[config.mk]
export PLATFORM = sky130hd
export DESIGN_NAME = two_level_priority_event_fifo
export DESIGN_NICKNAME = d
export VERILOG_FILES = /design/src/hw/rtl/tlpef_pkg.sv /design/src/hw/rtl/tlpef_queue.sv /design/src/hw/rtl/tlpef_front.sv /design/src/hw/rtl/tlpef_back.sv /design/src/hw/rtl/two_level_priority_event_fifo.sv
export VERILOG_INCLUDE_DIRS = /design/src /design/src/hw/rtl
export SDC_FILE = /design/constraint.sdc
export NUM_CORES = 2
export LEC_CHECK = 0
export BUFFER_PORTS_ARGS = -buffer_cell sky130_fd_sc_hd__buf_2
export CORE_UTILIZATION = 40
export DETAILED_ROUTE_END_ITERATION = 8
export GPL_ROUTABILITY_DRIVEN = 0
export GPL_TIMING_DRIVEN = 0
export HOLD_SLACK_MARGIN = 0.06
export PLACE_DENSITY = 0.51
export SKIP_CTS_REPAIR_TIMING = 1
export SYNTH_ARGS = -nofsm -noshare
export SYNTH_HDL_FRONTEND = slang
export SYNTH_HIERARCHICAL = 1
export SYNTH_SLANG_ARGS = --single-unit
[constraint.sdc]
create_clock -name clock -period 8.2 [get_ports clock]
set_clock_uncertainty 0.2 [all_clocks]
set_input_delay 1.64 -clock clock [delete_from_list [all_inputs] [get_ports clock]]
set_output_delay 1.64 -clock clock [all_outputs]
set_load 0.02 [all_outputs]
[src/hw/rtl/two_level_priority_event_fifo_assert.svh]
// assertion macros for the two-level priority event fifo
// used by the queue and back-end modules; expects clock and reset in scope
`ifndef TWO_LEVEL_PRIORITY_EVENT_FIFO_ASSERT_SVH
`define TWO_LEVEL_PRIORITY_EVENT_FIFO_ASSERT_SVH

// property that must hold at every clock edge outside reset
`define TLPEF_ASSERT_ALWAYS(lbl, expr, msg) \
   lbl: assert property (@(posedge clock) disable iff (reset) (expr)) \
      else $error(msg);

// condition in one cycle implies a consequence in the next cycle
`define TLPEF_ASSERT_NEXT(lbl, ante, cons, msg) \
   lbl: assert property (@(posedge clock) disable iff (reset) (ante) |=> (cons)) \
      else $error(msg);

`endif

[src/hw/rtl/tlpef_pkg.sv]
// shared types, codes and defaults of the two-level priority event fifo
// no dependencies; imported by every module of the block
package tlpef_pkg;

   // default parameter values
   localparam int RING_DEPTH_DEF      = 16;
   localparam int HANDLE_BITS_DEF     = 16;
   localparam int PRIORITY_LEVELS_DEF = 8;
   localparam int QUEUE_DEPTH         = 2;

   // fixed field widths
   localparam int CMD_W      = 2;
   localparam int PRIO_W     = 3;
   localparam int STATUS_W   = 2;
   localparam int COUNT_W    = 32;
   localparam int TOTAL_W    = 6;
   localparam int CAP_W      = 5;
   localparam int CSR_IDX_W  = 2;
   localparam int CSR_DATA_W = 5;
   localparam int OP_W       = 2;

   // command codes on the request channel
   localparam logic [CMD_W-1:0] CMD_ENQUEUE = 2'd0;
   localparam logic [CMD_W-1:0] CMD_DEQUEUE = 2'd1;
   localparam logic [CMD_W-1:0] CMD_QUERY   = 2'd2;

   // status codes on the response channel
   localparam logic [STATUS_W-1:0] ST_SUCCESS = 2'd0;
   localparam logic [STATUS_W-1:0] ST_INVALID = 2'd1;
   localparam logic [STATUS_W-1:0] ST_FULL    = 2'd2;
   localparam logic [STATUS_W-1:0] ST_EMPTY   = 2'd3;

   // register indexes
   localparam logic [CSR_IDX_W-1:0] CSR_USE_PRIORITY = 2'd0;
   localparam logic [CSR_IDX_W-1:0] CSR_CRIT_LEVEL   = 2'd1;
   localparam logic [CSR_IDX_W-1:0] CSR_MAIN_CAP     = 2'd2;
   localparam logic [CSR_IDX_W-1:0] CSR_URGENT_CAP   = 2'd3;

   // classified operations handed from front to back
   localparam logic [OP_W-1:0] OP_QUERY   = 2'd0;
   localparam logic [OP_W-1:0] OP_NULL    = 2'd1;
   localparam logic [OP_W-1:0] OP_ENQUEUE = 2'd2;
   localparam logic [OP_W-1:0] OP_DEQUEUE = 2'd3;

   typedef struct packed {
      logic              use_priority_path;
      logic [PRIO_W-1:0] critical_level;
      logic [CAP_W-1:0]  main_capacity;
      logic [CAP_W-1:0]  urgent_capacity;
   } cfg_type;

   localparam cfg_type CFG_RESET = '{
      use_priority_path: 1'b0,
      critical_level:    3'd7,
      main_capacity:     5'd16,
      urgent_capacity:   5'd16
   };

   typedef struct packed {
      logic [OP_W-1:0]   op;
      logic              to_urgent;
      logic [PRIO_W-1:0] prio;
   } cmd_ctrl_type;

   typedef struct packed {
      logic [STATUS_W-1:0] status;
      logic                from_urgent;
      logic [TOTAL_W-1:0]  total_count;
      logic                all_empty;
      logic                all_full;
      logic [COUNT_W-1:0]  dropped_count;
      logic [COUNT_W-1:0]  urgent_routed_count;
      logic [COUNT_W-1:0]  urgent_served_count;
      logic [COUNT_W-1:0]  level_count;
   } rsp_stat_type;

endpackage

[src/hw/rtl/tlpef_queue.sv]
// small register-based fifo used between the front, the back and the response port
// depends on tlpef_pkg and the assertion macro header
`include "two_level_priority_event_fifo_assert.svh"

module tlpef_queue import tlpef_pkg::*; #(
   parameter int  DEPTH     = QUEUE_DEPTH,
   parameter type data_type = logic
) (
   input  logic     clock,
   input  logic     reset,
   input  logic     push,
   input  data_type wdata,
   output logic     full,
   input  logic     pop,
   output data_type rdata,
   output logic     empty
);

   localparam int PTR_W = (DEPTH > 1) ? $clog2(DEPTH) : 1;
   localparam int CNT_W = $clog2(DEPTH + 1);

   data_type         entry_ff [DEPTH];
   logic [PTR_W-1:0] wr_ptr_ff, wr_ptr_in;
   logic [PTR_W-1:0] rd_ptr_ff, rd_ptr_in;
   logic [CNT_W-1:0] count_ff, count_in;
   logic             push_ok;
   logic             pop_ok;

   function automatic logic [PTR_W-1:0] next_ptr(input logic [PTR_W-1:0] p);
      logic [PTR_W-1:0] r;
      if (p == PTR_W'(DEPTH - 1)) begin
         r = '0;
      end else begin
         r = p + PTR_W'(1);
      end
      return r;
   endfunction

   // handshake qualification
   assign full    = (count_ff == CNT_W'(DEPTH));
   assign empty   = (count_ff == '0);
   assign push_ok = push && !full;
   assign pop_ok  = pop && !empty;
   assign rdata   = entry_ff[rd_ptr_ff];

   // pointer and count update
   always_comb begin
      wr_ptr_in = push_ok ? next_ptr(wr_ptr_ff) : wr_ptr_ff;
      rd_ptr_in = pop_ok ? next_ptr(rd_ptr_ff) : rd_ptr_ff;
      unique case ({push_ok, pop_ok})
         2'b10:   count_in = count_ff + CNT_W'(1);
         2'b01:   count_in = count_ff - CNT_W'(1);
         default: count_in = count_ff;
      endcase
   end

   always_ff @(posedge clock) begin
      if (reset) begin
         wr_ptr_ff <= '0;
         rd_ptr_ff <= '0;
         count_ff  <= '0;
      end else begin
         wr_ptr_ff <= wr_ptr_in;
         rd_ptr_ff <= rd_ptr_in;
         count_ff  <= count_in;
      end
   end

   // entry storage, no reset
   always_ff @(posedge clock) begin
      if (push_ok) begin
         entry_ff[wr_ptr_ff] <= wdata;
      end
   end

   `TLPEF_ASSERT_ALWAYS(a_queue_count_bound, count_ff <= CNT_W'(DEPTH), "queue count above depth")
   `TLPEF_ASSERT_NEXT(a_queue_count_grows, push_ok && !pop_ok, count_ff == $past(count_ff) + 1'b1, "queue count did not grow on push")

endmodule

[src/hw/rtl/tlpef_front.sv]
// front end: configuration registers and classification of incoming commands
// depends on tlpef_pkg
module tlpef_front import tlpef_pkg::*; #(
   parameter int HANDLE_BITS = HANDLE_BITS_DEF
) (
   input  logic                  clock,
   input  logic                  reset,
   input  logic                  csr_write_enable,
   input  logic [CSR_IDX_W-1:0]  csr_index,
   input  logic [CSR_DATA_W-1:0] csr_write_data,
   input  logic [CMD_W-1:0]      req_cmd,
   input  logic [HANDLE_BITS-1:0] req_event_handle,
   input  logic [PRIO_W-1:0]     req_event_priority,
   output cfg_type               cfg,
   output cmd_ctrl_type          ctrl
);

   cfg_type cfg_ff, cfg_in;

   // register writes
   always_comb begin
      cfg_in = cfg_ff;
      if (csr_write_enable) begin
         unique case (csr_index)
            CSR_USE_PRIORITY: cfg_in.use_priority_path = csr_write_data[0];
            CSR_CRIT_LEVEL:   cfg_in.critical_level    = csr_write_data[PRIO_W-1:0];
            CSR_MAIN_CAP:     cfg_in.main_capacity     = csr_write_data[CAP_W-1:0];
            CSR_URGENT_CAP:   cfg_in.urgent_capacity   = csr_write_data[CAP_W-1:0];
         endcase
      end
   end

   always_ff @(posedge clock) begin
      if (reset) begin
         cfg_ff <= CFG_RESET;
      end else begin
         cfg_ff <= cfg_in;
      end
   end

   assign cfg = cfg_ff;

   // classify the transaction: null handle, ring choice, query
   always_comb begin
      ctrl.prio      = req_event_priority;
      ctrl.to_urgent = 1'b0;
      unique case (req_cmd)
         CMD_ENQUEUE: begin
            if (req_event_handle == '0) begin
               ctrl.op = OP_NULL;
            end else begin
               ctrl.op        = OP_ENQUEUE;
               ctrl.to_urgent = cfg_ff.use_priority_path &&
                                (req_event_priority == cfg_ff.critical_level);
            end
         end
         CMD_DEQUEUE: ctrl.op = OP_DEQUEUE;
         default:     ctrl.op = OP_QUERY;
      endcase
   end

endmodule

[src/hw/rtl/tlpef_back.sv]
// back end: both rings, their pointers and fills, statistics counters and result build
// depends on tlpef_pkg and the assertion macro header
`include "two_level_priority_event_fifo_assert.svh"

module tlpef_back import tlpef_pkg::*; #(
   parameter int RING_DEPTH      = RING_DEPTH_DEF,
   parameter int HANDLE_BITS     = HANDLE_BITS_DEF,
   parameter int PRIORITY_LEVELS = PRIORITY_LEVELS_DEF
) (
   input  logic                   clock,
   input  logic                   reset,
   input  cfg_type                cfg,
   input  logic                   cmd_valid,
   input  cmd_ctrl_type           cmd_ctrl,
   input  logic [HANDLE_BITS-1:0] cmd_handle,
   output logic                   cmd_take,
   input  logic                   rsp_room,
   output logic                   rsp_push,
   output rsp_stat_type           rsp_stat,
   output logic [HANDLE_BITS-1:0] rsp_handle
);

   localparam int PTR_W     = $clog2(RING_DEPTH);
   localparam int FILL_W    = $clog2(RING_DEPTH + 1);
   localparam int LVL_W     = $clog2(PRIORITY_LEVELS);
   localparam int LVL_EXT_W = LVL_W + PRIO_W;
   localparam int MOD_CNT_W = $clog2(FILL_W + 1);

   // which pointer a wrap reduction writes back
   localparam logic [1:0] SEL_MAIN_WR = 2'b00;
   localparam logic [1:0] SEL_MAIN_RD = 2'b01;
   localparam logic [1:0] SEL_URG_WR  = 2'b10;
   localparam logic [1:0] SEL_URG_RD  = 2'b11;

   function automatic logic [FILL_W-1:0] eff_cap(input logic [CAP_W-1:0] cap);
      logic [FILL_W-1:0] r;
      if (cap == '0) begin
         r = FILL_W'(1);
      end else if (32'(cap) > RING_DEPTH) begin
         r = FILL_W'(RING_DEPTH);
      end else begin
         r = FILL_W'(cap);
      end
      return r;
   endfunction

   function automatic logic [LVL_W-1:0] lvl_index(input logic [PRIO_W-1:0] prio);
      logic [LVL_EXT_W-1:0] e;
      e = LVL_EXT_W'(prio);
      return e[LVL_W-1:0];
   endfunction

   function automatic logic lvl_ok(input logic [PRIO_W-1:0] prio);
      return 32'(prio) < PRIORITY_LEVELS;
   endfunction

   // ring state
   logic [HANDLE_BITS-1:0] main_mem [RING_DEPTH];
   logic [HANDLE_BITS-1:0] urg_mem  [RING_DEPTH];
   logic [HANDLE_BITS-1:0] main_rd_data_ff;
   logic [HANDLE_BITS-1:0] urg_rd_data_ff;
   logic [PTR_W-1:0]       main_rd_ptr_ff, main_rd_ptr_in;
   logic [PTR_W-1:0]       main_wr_ptr_ff, main_wr_ptr_in;
   logic [PTR_W-1:0]       urg_rd_ptr_ff, urg_rd_ptr_in;
   logic [PTR_W-1:0]       urg_wr_ptr_ff, urg_wr_ptr_in;
   logic [FILL_W-1:0]      main_fill_ff, main_fill_in;
   logic [FILL_W-1:0]      urg_fill_ff, urg_fill_in;

   // statistics
   logic [COUNT_W-1:0] drop_ff, drop_in;
   logic [COUNT_W-1:0] routed_ff, routed_in;
   logic [COUNT_W-1:0] served_ff, served_in;
   logic [COUNT_W-1:0] level_ff [PRIORITY_LEVELS];
   logic [COUNT_W-1:0] level_in [PRIORITY_LEVELS];

   // result stage
   logic                b_valid_ff;
   logic [STATUS_W-1:0] b_status_ff;
   logic                b_deq_ff;
   logic                b_from_urg_ff;
   logic [PRIO_W-1:0]   b_prio_ff;

   // wrap reduction unit
   logic                 mod_busy_ff;
   logic [MOD_CNT_W-1:0] mod_cnt_ff;
   logic [FILL_W-1:0]    mod_x_ff;
   logic [FILL_W-1:0]    mod_r_ff;
   logic [FILL_W-1:0]    mod_d_ff;
   logic [1:0]           mod_sel_ff;
   logic [FILL_W:0]      mod_t;
   logic [FILL_W:0]      mod_r_step;
   logic                 mod_last;
   logic [PTR_W-1:0]     mod_result;

   // execute stage signals
   logic [FILL_W-1:0]      cap_main;
   logic [FILL_W-1:0]      cap_urg;
   logic                   a_fire;
   logic                   b_done;
   logic [OP_W-1:0]        a_op;
   logic                   a_is_enq;
   logic                   a_is_deq;
   logic                   use_urg;
   logic [FILL_W-1:0]      sel_fill;
   logic [FILL_W-1:0]      sel_cap;
   logic [PTR_W-1:0]       sel_ptr;
   logic                   ring_full;
   logic                   ring_empty;
   logic                   enq_ok;
   logic                   enq_drop;
   logic                   deq_ok;
   logic                   moving;
   logic [FILL_W-1:0]      ptr_step;
   logic                   wrap_now;
   logic                   needs_mod;
   logic [PTR_W-1:0]       ptr_next;
   logic                   mod_start;
   logic [1:0]             a_sel;
   logic [STATUS_W-1:0]    a_status;
   logic                   main_we;
   logic                   urg_we;
   logic [HANDLE_BITS-1:0] ring_wdata;
   logic [HANDLE_BITS-1:0] b_handle;
   logic                   b_served_inc;
   logic [FILL_W:0]        total;

   // issue control: one command enters execute when result stage and mod unit are free
   assign cap_main = eff_cap(cfg.main_capacity);
   assign cap_urg  = eff_cap(cfg.urgent_capacity);
   assign b_done   = b_valid_ff && rsp_room;
   assign a_fire   = cmd_valid && !mod_busy_ff && (!b_valid_ff || rsp_room);
   assign cmd_take = a_fire;

   // ring selection and decision
   assign a_op       = cmd_ctrl.op;
   assign a_is_enq   = (a_op == OP_ENQUEUE);
   assign a_is_deq   = (a_op == OP_DEQUEUE);
   assign use_urg    = a_is_enq ? cmd_ctrl.to_urgent
                                : (cfg.use_priority_path && (urg_fill_ff != '0));
   assign sel_fill   = use_urg ? urg_fill_ff : main_fill_ff;
   assign sel_cap    = use_urg ? cap_urg : cap_main;
   assign sel_ptr    = a_is_enq ? (use_urg ? urg_wr_ptr_ff : main_wr_ptr_ff)
                                : (use_urg ? urg_rd_ptr_ff : main_rd_ptr_ff);
   assign ring_full  = (sel_fill >= sel_cap);
   assign ring_empty = (sel_fill == '0);
   assign enq_ok     = a_fire && a_is_enq && !ring_full;
   assign enq_drop   = a_fire && a_is_enq && ring_full;
   assign deq_ok     = a_fire && a_is_deq && !ring_empty;
   assign moving     = enq_ok || deq_ok;
   assign a_sel      = {use_urg, a_is_deq};

   // pointer advance modulo the current capacity
   assign ptr_step  = FILL_W'(sel_ptr) + FILL_W'(1);
   assign wrap_now  = (ptr_step == sel_cap);
   assign needs_mod = (ptr_step > sel_cap);
   assign ptr_next  = wrap_now ? '0 : ptr_step[PTR_W-1:0];
   assign mod_start = moving && needs_mod;

   always_comb begin
      unique case (a_op)
         OP_QUERY:   a_status = ST_SUCCESS;
         OP_NULL:    a_status = ST_INVALID;
         OP_ENQUEUE: a_status = ring_full ? ST_FULL : ST_SUCCESS;
         OP_DEQUEUE: a_status = ring_empty ? ST_EMPTY : ST_SUCCESS;
      endcase
   end

   // restoring remainder, one bit per cycle, for a pointer left past a shrunk capacity
   assign mod_t      = {mod_r_ff, mod_x_ff[FILL_W-1]};
   assign mod_r_step = (mod_t >= {1'b0, mod_d_ff}) ? (mod_t - {1'b0, mod_d_ff}) : mod_t;
   assign mod_last   = mod_busy_ff && (mod_cnt_ff == MOD_CNT_W'(1));
   assign mod_result = mod_r_step[PTR_W-1:0];

   always_ff @(posedge clock) begin
      if (reset) begin
         mod_busy_ff <= 1'b0;
         mod_cnt_ff  <= '0;
      end else if (mod_start) begin
         mod_busy_ff <= 1'b1;
         mod_cnt_ff  <= MOD_CNT_W'(FILL_W);
      end else if (mod_busy_ff) begin
         mod_busy_ff <= !mod_last;
         mod_cnt_ff  <= mod_cnt_ff - MOD_CNT_W'(1);
      end
   end

   always_ff @(posedge clock) begin
      if (mod_start) begin
         mod_x_ff   <= ptr_step;
         mod_r_ff   <= '0;
         mod_d_ff   <= sel_cap;
         mod_sel_ff <= a_sel;
      end else if (mod_busy_ff) begin
         mod_x_ff <= mod_x_ff << 1;
         mod_r_ff <= mod_r_step[FILL_W-1:0];
      end
   end

   // pointer next state
   always_comb begin
      main_rd_ptr_in = main_rd_ptr_ff;
      main_wr_ptr_in = main_wr_ptr_ff;
      urg_rd_ptr_in  = urg_rd_ptr_ff;
      urg_wr_ptr_in  = urg_wr_ptr_ff;
      if (moving && !needs_mod) begin
         unique case (a_sel)
            SEL_MAIN_WR: main_wr_ptr_in = ptr_next;
            SEL_MAIN_RD: main_rd_ptr_in = ptr_next;
            SEL_URG_WR:  urg_wr_ptr_in  = ptr_next;
            SEL_URG_RD:  urg_rd_ptr_in  = ptr_next;
         endcase
      end
      if (mod_last) begin
         unique case (mod_sel_ff)
            SEL_MAIN_WR: main_wr_ptr_in = mod_result;
            SEL_MAIN_RD: main_rd_ptr_in = mod_result;
            SEL_URG_WR:  urg_wr_ptr_in  = mod_result;
            SEL_URG_RD:  urg_rd_ptr_in  = mod_result;
         endcase
      end
   end

   // fills and statistics next state
   always_comb begin
      main_fill_in = main_fill_ff;
      urg_fill_in  = urg_fill_ff;
      if (moving) begin
         if (use_urg) begin
            urg_fill_in = a_is_enq ? (urg_fill_ff + FILL_W'(1)) : (urg_fill_ff - FILL_W'(1));
         end else begin
            main_fill_in = a_is_enq ? (main_fill_ff + FILL_W'(1))
                                    : (main_fill_ff - FILL_W'(1));
         end
      end
      drop_in   = drop_ff + COUNT_W'(enq_drop);
      routed_in = routed_ff + COUNT_W'(a_fire && a_is_enq && cmd_ctrl.to_urgent);
      served_in = served_ff + COUNT_W'(b_done && b_served_inc);
      for (int i = 0; i < PRIORITY_LEVELS; i++) begin
         level_in[i] = level_ff[i];
      end
      if (enq_ok && lvl_ok(cmd_ctrl.prio)) begin
         level_in[lvl_index(cmd_ctrl.prio)] = level_ff[lvl_index(cmd_ctrl.prio)] + COUNT_W'(1);
      end
   end

   always_ff @(posedge clock) begin
      if (reset) begin
         main_rd_ptr_ff <= '0;
         main_wr_ptr_ff <= '0;
         urg_rd_ptr_ff  <= '0;
         urg_wr_ptr_ff  <= '0;
         main_fill_ff   <= '0;
         urg_fill_ff    <= '0;
         drop_ff        <= '0;
         routed_ff      <= '0;
         served_ff      <= '0;
         for (int i = 0; i < PRIORITY_LEVELS; i++) begin
            level_ff[i] <= '0;
         end
      end else begin
         main_rd_ptr_ff <= main_rd_ptr_in;
         main_wr_ptr_ff <= main_wr_ptr_in;
         urg_rd_ptr_ff  <= urg_rd_ptr_in;
         urg_wr_ptr_ff  <= urg_wr_ptr_in;
         main_fill_ff   <= main_fill_in;
         urg_fill_ff    <= urg_fill_in;
         drop_ff        <= drop_in;
         routed_ff      <= routed_in;
         served_ff      <= served_in;
         for (int i = 0; i < PRIORITY_LEVELS; i++) begin
            level_ff[i] <= level_in[i];
         end
      end
   end

   // ring memories: enqueue writes the handle, dequeue reads the slot and clears it
   assign main_we    = moving && !use_urg;
   assign urg_we     = moving && use_urg;
   assign ring_wdata = a_is_enq ? cmd_handle : '0;

   always_ff @(posedge clock) begin
      if (main_we) begin
         main_mem[sel_ptr] <= ring_wdata;
      end
      if (deq_ok && !use_urg) begin
         main_rd_data_ff <= main_mem[sel_ptr];
      end
   end

   always_ff @(posedge clock) begin
      if (urg_we) begin
         urg_mem[sel_ptr] <= ring_wdata;
      end
      if (deq_ok && use_urg) begin
         urg_rd_data_ff <= urg_mem[sel_ptr];
      end
   end

   // result stage registers
   always_ff @(posedge clock) begin
      if (reset) begin
         b_valid_ff <= 1'b0;
      end else if (a_fire) begin
         b_valid_ff <= 1'b1;
      end else if (b_done) begin
         b_valid_ff <= 1'b0;
      end
   end

   always_ff @(posedge clock) begin
      if (a_fire) begin
         b_status_ff   <= a_status;
         b_deq_ff      <= deq_ok;
         b_from_urg_ff <= deq_ok && use_urg;
         b_prio_ff     <= cmd_ctrl.prio;
      end
   end

   // result build from the state left by this transaction
   assign b_handle     = !b_deq_ff ? '0 : (b_from_urg_ff ? urg_rd_data_ff : main_rd_data_ff);
   assign b_served_inc = b_from_urg_ff && (b_handle != '0);
   assign total        = {1'b0, main_fill_ff} +
                         (cfg.use_priority_path ? {1'b0, urg_fill_ff} : '0);

   always_comb begin
      rsp_stat.status              = b_status_ff;
      rsp_stat.from_urgent         = b_from_urg_ff;
      rsp_stat.total_count         = TOTAL_W'(total);
      rsp_stat.all_empty           = (total == '0);
      rsp_stat.all_full            = (main_fill_ff >= cap_main) &&
                                     (!cfg.use_priority_path || (urg_fill_ff >= cap_urg));
      rsp_stat.dropped_count       = drop_ff;
      rsp_stat.urgent_routed_count = routed_ff;
      rsp_stat.urgent_served_count = served_ff + COUNT_W'(b_served_inc);
      rsp_stat.level_count         = lvl_ok(b_prio_ff) ? level_ff[lvl_index(b_prio_ff)] : '0;
   end

   assign rsp_push   = b_done;
   assign rsp_handle = b_handle;

   `TLPEF_ASSERT_ALWAYS(a_fill_bound, (32'(main_fill_ff) <= RING_DEPTH) && (32'(urg_fill_ff) <= RING_DEPTH), "ring fill above depth")
   `TLPEF_ASSERT_NEXT(a_drop_only_on_enqueue, a_fire && !a_is_enq, drop_ff == $past(drop_ff), "drop counter moved without an enqueue")

endmodule

[src/hw/rtl/two_level_priority_event_fifo.sv]
// Two-level priority event fifo: a main ring and an urgent ring of event handles.
// Request channel (push/full): cmd, event_handle, event_priority. A transaction is
//   taken at a clock edge with push high and full low.
// Response channel (empty/pop): one result per request, in request order; the oldest
//   result is on the rsp_ ports while empty is low and leaves on pop with empty low.
// Config port (csr_): write enable, index, data; write only while no request is
//   outstanding. Registers: priority path enable, critical level, main and urgent
//   capacity.
// Path: command queue, execute stage, result stage, then result queue.
// Throughput: one transaction per cycle unless the remainder unit is busy or the
//   result stage is held, set by the single execute stage that owns both rings,
//   their pointers and counters. A pointer left beyond a reduced capacity is wrapped
//   by a bit-serial remainder unit, which holds off later transactions until done.
// Stall: a held-off pop backs up the 2-entry result queue, then the execute stage,
//   then the 2-entry command queue; full rises once that queue is filled.
// Reset (synchronous, active high): registers to defaults, both rings empty, all
//   counters zero; ring contents are undefined and never read before written.
// Depends on tlpef_pkg, tlpef_front, tlpef_queue and tlpef_back.
module two_level_priority_event_fifo import tlpef_pkg::*; #(
   parameter int RING_DEPTH      = RING_DEPTH_DEF,
   parameter int HANDLE_BITS     = HANDLE_BITS_DEF,
   parameter int PRIORITY_LEVELS = PRIORITY_LEVELS_DEF
) (
   input  logic                   clock,
   input  logic                   reset,
   input  logic                   csr_write_enable,
   input  logic [CSR_IDX_W-1:0]   csr_index,
   input  logic [CSR_DATA_W-1:0]  csr_write_data,
   input  logic                   push,
   output logic                   full,
   input  logic [CMD_W-1:0]       req_cmd,
   input  logic [HANDLE_BITS-1:0] req_event_handle,
   input  logic [PRIO_W-1:0]      req_event_priority,
   output logic                   empty,
   input  logic                   pop,
   output logic [STATUS_W-1:0]    rsp_status,
   output logic [HANDLE_BITS-1:0] rsp_handle_out,
   output logic                   rsp_from_urgent,
   output logic [TOTAL_W-1:0]     rsp_total_count,
   output logic                   rsp_all_empty,
   output logic                   rsp_all_full,
   output logic [COUNT_W-1:0]     rsp_dropped_count,
   output logic [COUNT_W-1:0]     rsp_urgent_routed_count,
   output logic [COUNT_W-1:0]     rsp_urgent_served_count,
   output logic [COUNT_W-1:0]     rsp_level_count
);

   typedef struct packed {
      cmd_ctrl_type           ctrl;
      logic [HANDLE_BITS-1:0] handle;
   } cmd_type;

   typedef struct packed {
      rsp_stat_type           stat;
      logic [HANDLE_BITS-1:0] handle;
   } rsp_type;

   cfg_type      cfg;
   cmd_ctrl_type front_ctrl;
   cmd_type      cmd_wdata;
   cmd_type      cmd_head;
   logic         cmd_empty;
   logic         cmd_take;
   rsp_type      rsp_wdata;
   rsp_type      rsp_head;
   logic         rsp_full;
   logic         rsp_push;
   rsp_stat_type back_stat;
   logic [HANDLE_BITS-1:0] back_handle;

   // configuration and classification
   tlpef_front #(
      .HANDLE_BITS(HANDLE_BITS)
   ) u_front (
      .clock             (clock),
      .reset             (reset),
      .csr_write_enable  (csr_write_enable),
      .csr_index         (csr_index),
      .csr_write_data    (csr_write_data),
      .req_cmd           (req_cmd),
      .req_event_handle  (req_event_handle),
      .req_event_priority(req_event_priority),
      .cfg               (cfg),
      .ctrl              (front_ctrl)
   );

   // command queue between front and back
   assign cmd_wdata.ctrl   = front_ctrl;
   assign cmd_wdata.handle = req_event_handle;

   tlpef_queue #(
      .DEPTH    (QUEUE_DEPTH),
      .data_type(cmd_type)
   ) u_cmd_queue (
      .clock(clock),
      .reset(reset),
      .push (push),
      .wdata(cmd_wdata),
      .full (full),
      .pop  (cmd_take),
      .rdata(cmd_head),
      .empty(cmd_empty)
   );

   // ring execution
   tlpef_back #(
      .RING_DEPTH     (RING_DEPTH),
      .HANDLE_BITS    (HANDLE_BITS),
      .PRIORITY_LEVELS(PRIORITY_LEVELS)
   ) u_back (
      .clock     (clock),
      .reset     (reset),
      .cfg       (cfg),
      .cmd_valid (!cmd_empty),
      .cmd_ctrl  (cmd_head.ctrl),
      .cmd_handle(cmd_head.handle),
      .cmd_take  (cmd_take),
      .rsp_room  (!rsp_full),
      .rsp_push  (rsp_push),
      .rsp_stat  (back_stat),
      .rsp_handle(back_handle)
   );

   // result queue toward the response port
   assign rsp_wdata.stat   = back_stat;
   assign rsp_wdata.handle = back_handle;

   tlpef_queue #(
      .DEPTH    (QUEUE_DEPTH),
      .data_type(rsp_type)
   ) u_rsp_queue (
      .clock(clock),
      .reset(reset),
      .push (rsp_push),
      .wdata(rsp_wdata),
      .full (rsp_full),
      .pop  (pop),
      .rdata(rsp_head),
      .empty(empty)
   );

   assign rsp_status              = rsp_head.stat.status;
   assign rsp_handle_out          = rsp_head.handle;
   assign rsp_from_urgent         = rsp_head.stat.from_urgent;
   assign rsp_total_count         = rsp_head.stat.total_count;
   assign rsp_all_empty           = rsp_head.stat.all_empty;
   assign rsp_all_full            = rsp_head.stat.all_full;
   assign rsp_dropped_count       = rsp_head.stat.dropped_count;
   assign rsp_urgent_routed_count = rsp_head.stat.urgent_routed_count;
   assign rsp_urgent_served_count = rsp_head.stat.urgent_served_count;
   assign rsp_level_count         = rsp_head.stat.level_count;

endmodule
* After elaboration in Yosys (flattened, before gate mapping)
Memories as Yosys holds them, arrays and structs flattened. A register that Yosys moved wholly into a read port is not among the register bits.
Cells that the tools add are included.
** Cells by class
- Add/subtract/negate cells :: 21
- Magnitude comparators :: 9
- Equal/unequal tests :: 22
- Mux-type cells :: 83
- Bitwise operators :: 10
- Reduce and logical (&&, ||, !) cells :: 66
** Operators with widths (number)
- 32-bit 2-to-1 mux :: 9
- 256-bit bitwise mux :: 1
- 256-bit 2-to-1 mux :: 1
- 32-bit by 1-bit adder with 32-bit output :: 4
- 32-bit demux with 3-bit select :: 1
- 4-bit 2-to-1 mux :: 20
- 5-bit 2-to-1 mux :: 12
- 16-bit 2-to-1 mux :: 3
- 32-bit by 1-bit adder with 32-bit output (second input constant) :: 1
- 1-bit logical AND :: 26
- 1-bit 2-to-1 mux :: 26
- 2-bit == test (second input constant) :: 12
- 16-bit logical NOT :: 1
- 16-bit nonzero test :: 1
- 5-bit >= comparator :: 3
- 5-bit logical NOT :: 3
- 2-bit by 1-bit == test with 1-bit output (second input constant) :: 7
- 2-bit logical NOT :: 7
- 1-bit logical NOT :: 12
- 2-bit one-hot mux with 2 select lines :: 3
- 2-bit AND reduction :: 6
- 5-bit by 1-bit adder with 5-bit output (second input constant) :: 2
- 5-bit > comparator (second input constant) :: 2
- 5-bit by 1-bit subtractor with 5-bit output (second input constant) :: 2
- other kinds (25) :: 46
** Word-level totals
- Register bits after elaboration :: 173
- Bits in writable memories :: 1122
- Input port bits :: 33
- Output and inout port bits :: 157
- Memories kept :: 5
** Memories
- u_rsp_queue.entry_ff :: words 2, bits a word 155, read ports 1, clocked after Yosys merged registers in 1, wr ports 1, line tlpef_queue.sv:22 : data_type entry_ff [DEPTH];
- u_back.level_ff :: words 8, bits a word 32, read ports 10, clocked after Yosys merged registers in 1, wr ports 8, line tlpef_back.sv:73 : logic [COUNT_W-1:0] level_ff [PRIORITY_LEVELS];
- u_back.main_mem :: words 16, bits a word 16, read ports 1, clocked after Yosys merged registers in 1, wr ports 1, line tlpef_back.sv:58 : logic [HANDLE_BITS-1:0] main_mem [RING_DEPTH];
- u_back.urg_mem :: words 16, bits a word 16, read ports 1, clocked after Yosys merged registers in 1, wr ports 1, line tlpef_back.sv:59 : logic [HANDLE_BITS-1:0] urg_mem [RING_DEPTH];
- u_cmd_queue.entry_ff :: words 2, bits a word 22, read ports 1, clocked after Yosys merged registers in 1, wr ports 1, line tlpef_queue.sv:22

* Depth between registers and ports, before layout
- Word-level depth :: 12
- Depth in mapped cells :: 26
- Depth with buffers taken out :: 22

* Cells and area by module
Netlist, hierarchy kept.
** By module, submodules not included
- tlpef_back :: times used 1, cells an instance 4210, area an instance 43945.9 um^2, seq. area each 24733.7 um^2
- tlpef_queue at u_rsp_queue :: times used 1, cells an instance 508, area an instance 11363.4 um^2, seq. area each 9409.0 um^2
- tlpef_queue at u_cmd_queue :: times used 1, cells an instance 94, area an instance 1803.0 um^2, seq. area each 1421.4 um^2
- tlpef_front :: times used 1, cells an instance 68, area an instance 641.9 um^2, seq. area each 280.3 um^2
- two_level_priority_event_fifo :: times used 1, cells an instance 2, area an instance 7.5 um^2, seq. area each 0.0 um^2

* Worst setup path after synthesis
Ideal clock, no wire load.
- Path kind :: register to register
- Start :: register with a tool-made name
- End :: register u_back.b_from_urg_ff, data pin
- Arrival :: 4.944 ns
- Required time :: 7.571 ns
- Slack :: 2.627 ns
- Cell stages (with the launch flop) :: 17
- Path buffers :: 2
- Cell sequence :: dfxtp_1 -> buf_2 -> mux2_2 -> nor2b_1 -> buf_2 -> inv_2 -> mux2_2 -> nand2_1 -> clkinv_1 -> mux2_2 -> ha_1 -> nand2b_1 -> a21oi_1 -> o31ai_1 -> a311oi_1 -> a21boi_1 -> nor3_1
** RTL lines
- end signal: assignment :: line tlpef_back.sv:314 : b_from_urg_ff <= deq_ok && use_urg;
- end: declaration :: line tlpef_back.sv:80 : logic b_from_urg_ff;

==> metrics.yaml <==
status: "finished, final reports clean"
die_h_um: 382
placed_cell_area_mm2: 0.0615
relSlewSlack_pct: 10.5
worst_slew_pin_slew_ns: 1.34
cp.arrival_ns: 8.08
synth_nets: 4968
core_area_mm2: 0.143
synth_cell_types: 94
cts_tree: "built"
clock-sinks: 1332
syn_avg_cell_area_um2: 11.8
synth_top_family_by_area: "simple AND/OR/NAND/NOR gates"
netlist_area_mm2: 0.0578
grt_pass1_vias: 38600
slew_viol_final: 0
initial_utilization_pct: 40.3
post-synth-top-area-cell: "edfxtp_1"
startpoint_type: "flop"
critPathKind: "flop to flop"
post-route-period-util_pct: 93.6
synth-adder-area-share_pct: 1.22
rsz0062_at_grt: "no"
hold_viol: 0
fin_util_pct: 46.2
remaining_drc_errors: 0
nets: 5322
dp_slack_ns: 0.680
period_minus_slack_ns: 7.67
crit_path_end_kind: "flop"
via_per_inst: 5.65
ys_seq_elements: 1332
antenna_found_initial: 4
cts-root-buf: "clkbuf_16"
drv_cap: 0
yosysWarnings: 6
track_usage_pct: 24.5
synth_compound_area_share_pct: 6.53
clk_pin_slew_worst_paths_ns: 0.06
synth_area_leaders: "edfxtp_1 48%, dfxtp_1 14%, nand2_1 5.2%"
dp_hpwl_um: 123000
synth_xor_area_share_pct: 2.32
drt-initial-drc-count: 4232
cts_inserted_buffers: 147
area_growth_syn_to_layout_pct: 14.8
p_per_area_mw_per_mm2: 297
htreeDepth: 4
wl_um: 182000
ios: 190
synthArstFlopShare_pct: 0
fp-row-count: 139
synth_cells: 4882
drive_gt1_share_pct: 16.0
cp.required_ns: 8.61
synthSimpleGateAreaFrac_pct: 15.8
synth_flop_cell: "edfxtp_1"
grt_pass1_wl_um: 264000
clock_path_buffers: 3
via_count: 41000
p_leak_nw: 23.1
first_pass_iters: 6
grt_max_degree: 81
irDropWorstVdd_mv: 0.205
die_x_um: 382
gr-total-overflow: 0
fin_ws_ns: 0.528
drt-wirelength-per-cell_um: 25.1
setup_viol: 0
fmax_mhz: 130
synth-edff-count: 917
ant_nets: 0
fin_area_mm2: 0.0663
clk_latency_ns: 0.78
portBuffers: 189
hold_path.class: "flop to flop"
finalSetupTns_ns: 0
die_area_mm2: 0.146
synth_top_area_share_pct: 47.7
synth_sequential_area_ratio_pct: 62.1
synth.area.mux_share_pct: 9.25
worstPathMaxFanout: 10
-- through the flow --
step | total power, mW | cells | hold WS (ns)
global placement | 13.2 | 6974 | 0.223
CTS | 19.9 | 7263 | 0.249
finish | 19.7 | 7264 | 0.245
global route | 20.4 | 7263 | 0.273
detailed placement | 13.3 | 6990 | 0.235
floorplan | 11.2 | 4882 | 0.218
-- logic make-up (layout without fill, tap and decap cells) --
logic type	count (synthesis)	after routing
buf+inv	389	867
fa+ha+maj	54	54
flops	1332	1332
compound gates	580	580
xor+xnor	150	150
mux	389	389
other cells	0	1
simple gates	1988	1988
-- registers in the layout (all words and copies together) (netlist names), 14 cells and up, named ones only --
register                flops
u_back/served_ff           32
u_front/cfg                14
u_rsp_queue/entry_ff      310
u_cmd_queue/entry_ff       44
u_back/main_mem           256
u_back/urg_mem            256
u_back/drop_ff             32
u_back/level_ff           256
u_back/urg_rd_data_ff      16
u_back/routed_ff           32
u_back/main_rd_data_ff     16
-- where the power goes --
part | internal, mW | switching [mW] | total, mW | leakage [nW]
combinational | 1.53 | 3.51 | 5.04 | 8.98
sequential | 7.94 | 0.148 | 8.09 | 11.8
clock | 3.81 | 2.77 | 6.59 | 2.34
-- cell type report --
cell class,instances,area [µm²]
Inverter,71,274
Sequential cell,1332,35800
Fill cell,13300,77200
Clock inverter,75,807
Buffer,318,1360
Tap cell,1903,2380
Timing Repair Buffer,205,1280
Antenna cell,1,2.50
Multi-Input combinational cell,3161,20300
Clock buffer,198,4010
-- layer usage --
metal,wire (µm),track usage (%),vias to the layer above,share of wire (%)
met2,86700,39.9,1544,48
met1,76900,32.9,20500,42
li1,-,-,18700,-
met4,6650,9.24,2,3.7
met5,7,0,-,0.0038
met3,11900,3.74,347,6.5
-- cells in the final DEF, fill, tap and decap left out, types with 61 or more instances in the layout --
master / instances
edfxtp_1: 917
nand2_1: 797
nand3_1: 458
dfxtp_1: 415
nor2_1: 341
clkbuf_1: 268
mux2_2: 233
buf_2: 223
a21oi_1: 194
clkbuf_16: 149
and3_1: 90
mux4_2: 90
o22ai_1: 90
xor2_1: 76
xnor2_1: 71
o21ai_0: 66
a311oi_1: 65
mux2i_1: 64
inv_1: 61
or3_1: 61
-- worst paths after layout --
kind,depth (start not counted),start,slack (ns),to
worst min register to register,0,u_back/drop_ff[2],0.25,u_rsp_queue/entry_ff[0][114]
worst min-delay path,0,u_back/drop_ff[2],0.25,u_rsp_queue/entry_ff[0][114]
worst max register to register,20,flop,0.53,u_back/level_ff[1][9]
worst max-delay path,20,flop,0.53,u_back/level_ff[1][9]
-- synth_stat cells (all sizes together) (68+ instances only) --
master	instances
clkbuf	232
mux2	233
nand2	797
mux4	92
nor2	343
o22ai	90
a21oi	195
edfxtp	917
xnor2	72
xor2	77
inv	68
nand3	459
dfxtp	415
buf	86
and3	91
-- critical path, cell delays in order, from the launching register on --
cell and delay, ns:
dfxtp_1 0.37, buf_2 0.33, mux2_2 0.42, nor2b_1 0.14
buf_2 0.18, inv_2 0.11, mux2_2 0.42, nand2_1 0.34
clkinv_1 0.46, o21ai_0 0.61, inv_1 0.19, ha_1 0.31
a21oi_1 0.15, o31ai_1 0.10, a311oi_1 0.53, clkbuf_1 0.59
nand4_1 0.53, clkbuf_1 0.49, clkbuf_1 0.62, a21oi_1 0.32
nor2_1 0.06
No activity file was read; power rests on OpenSTA's default activity.
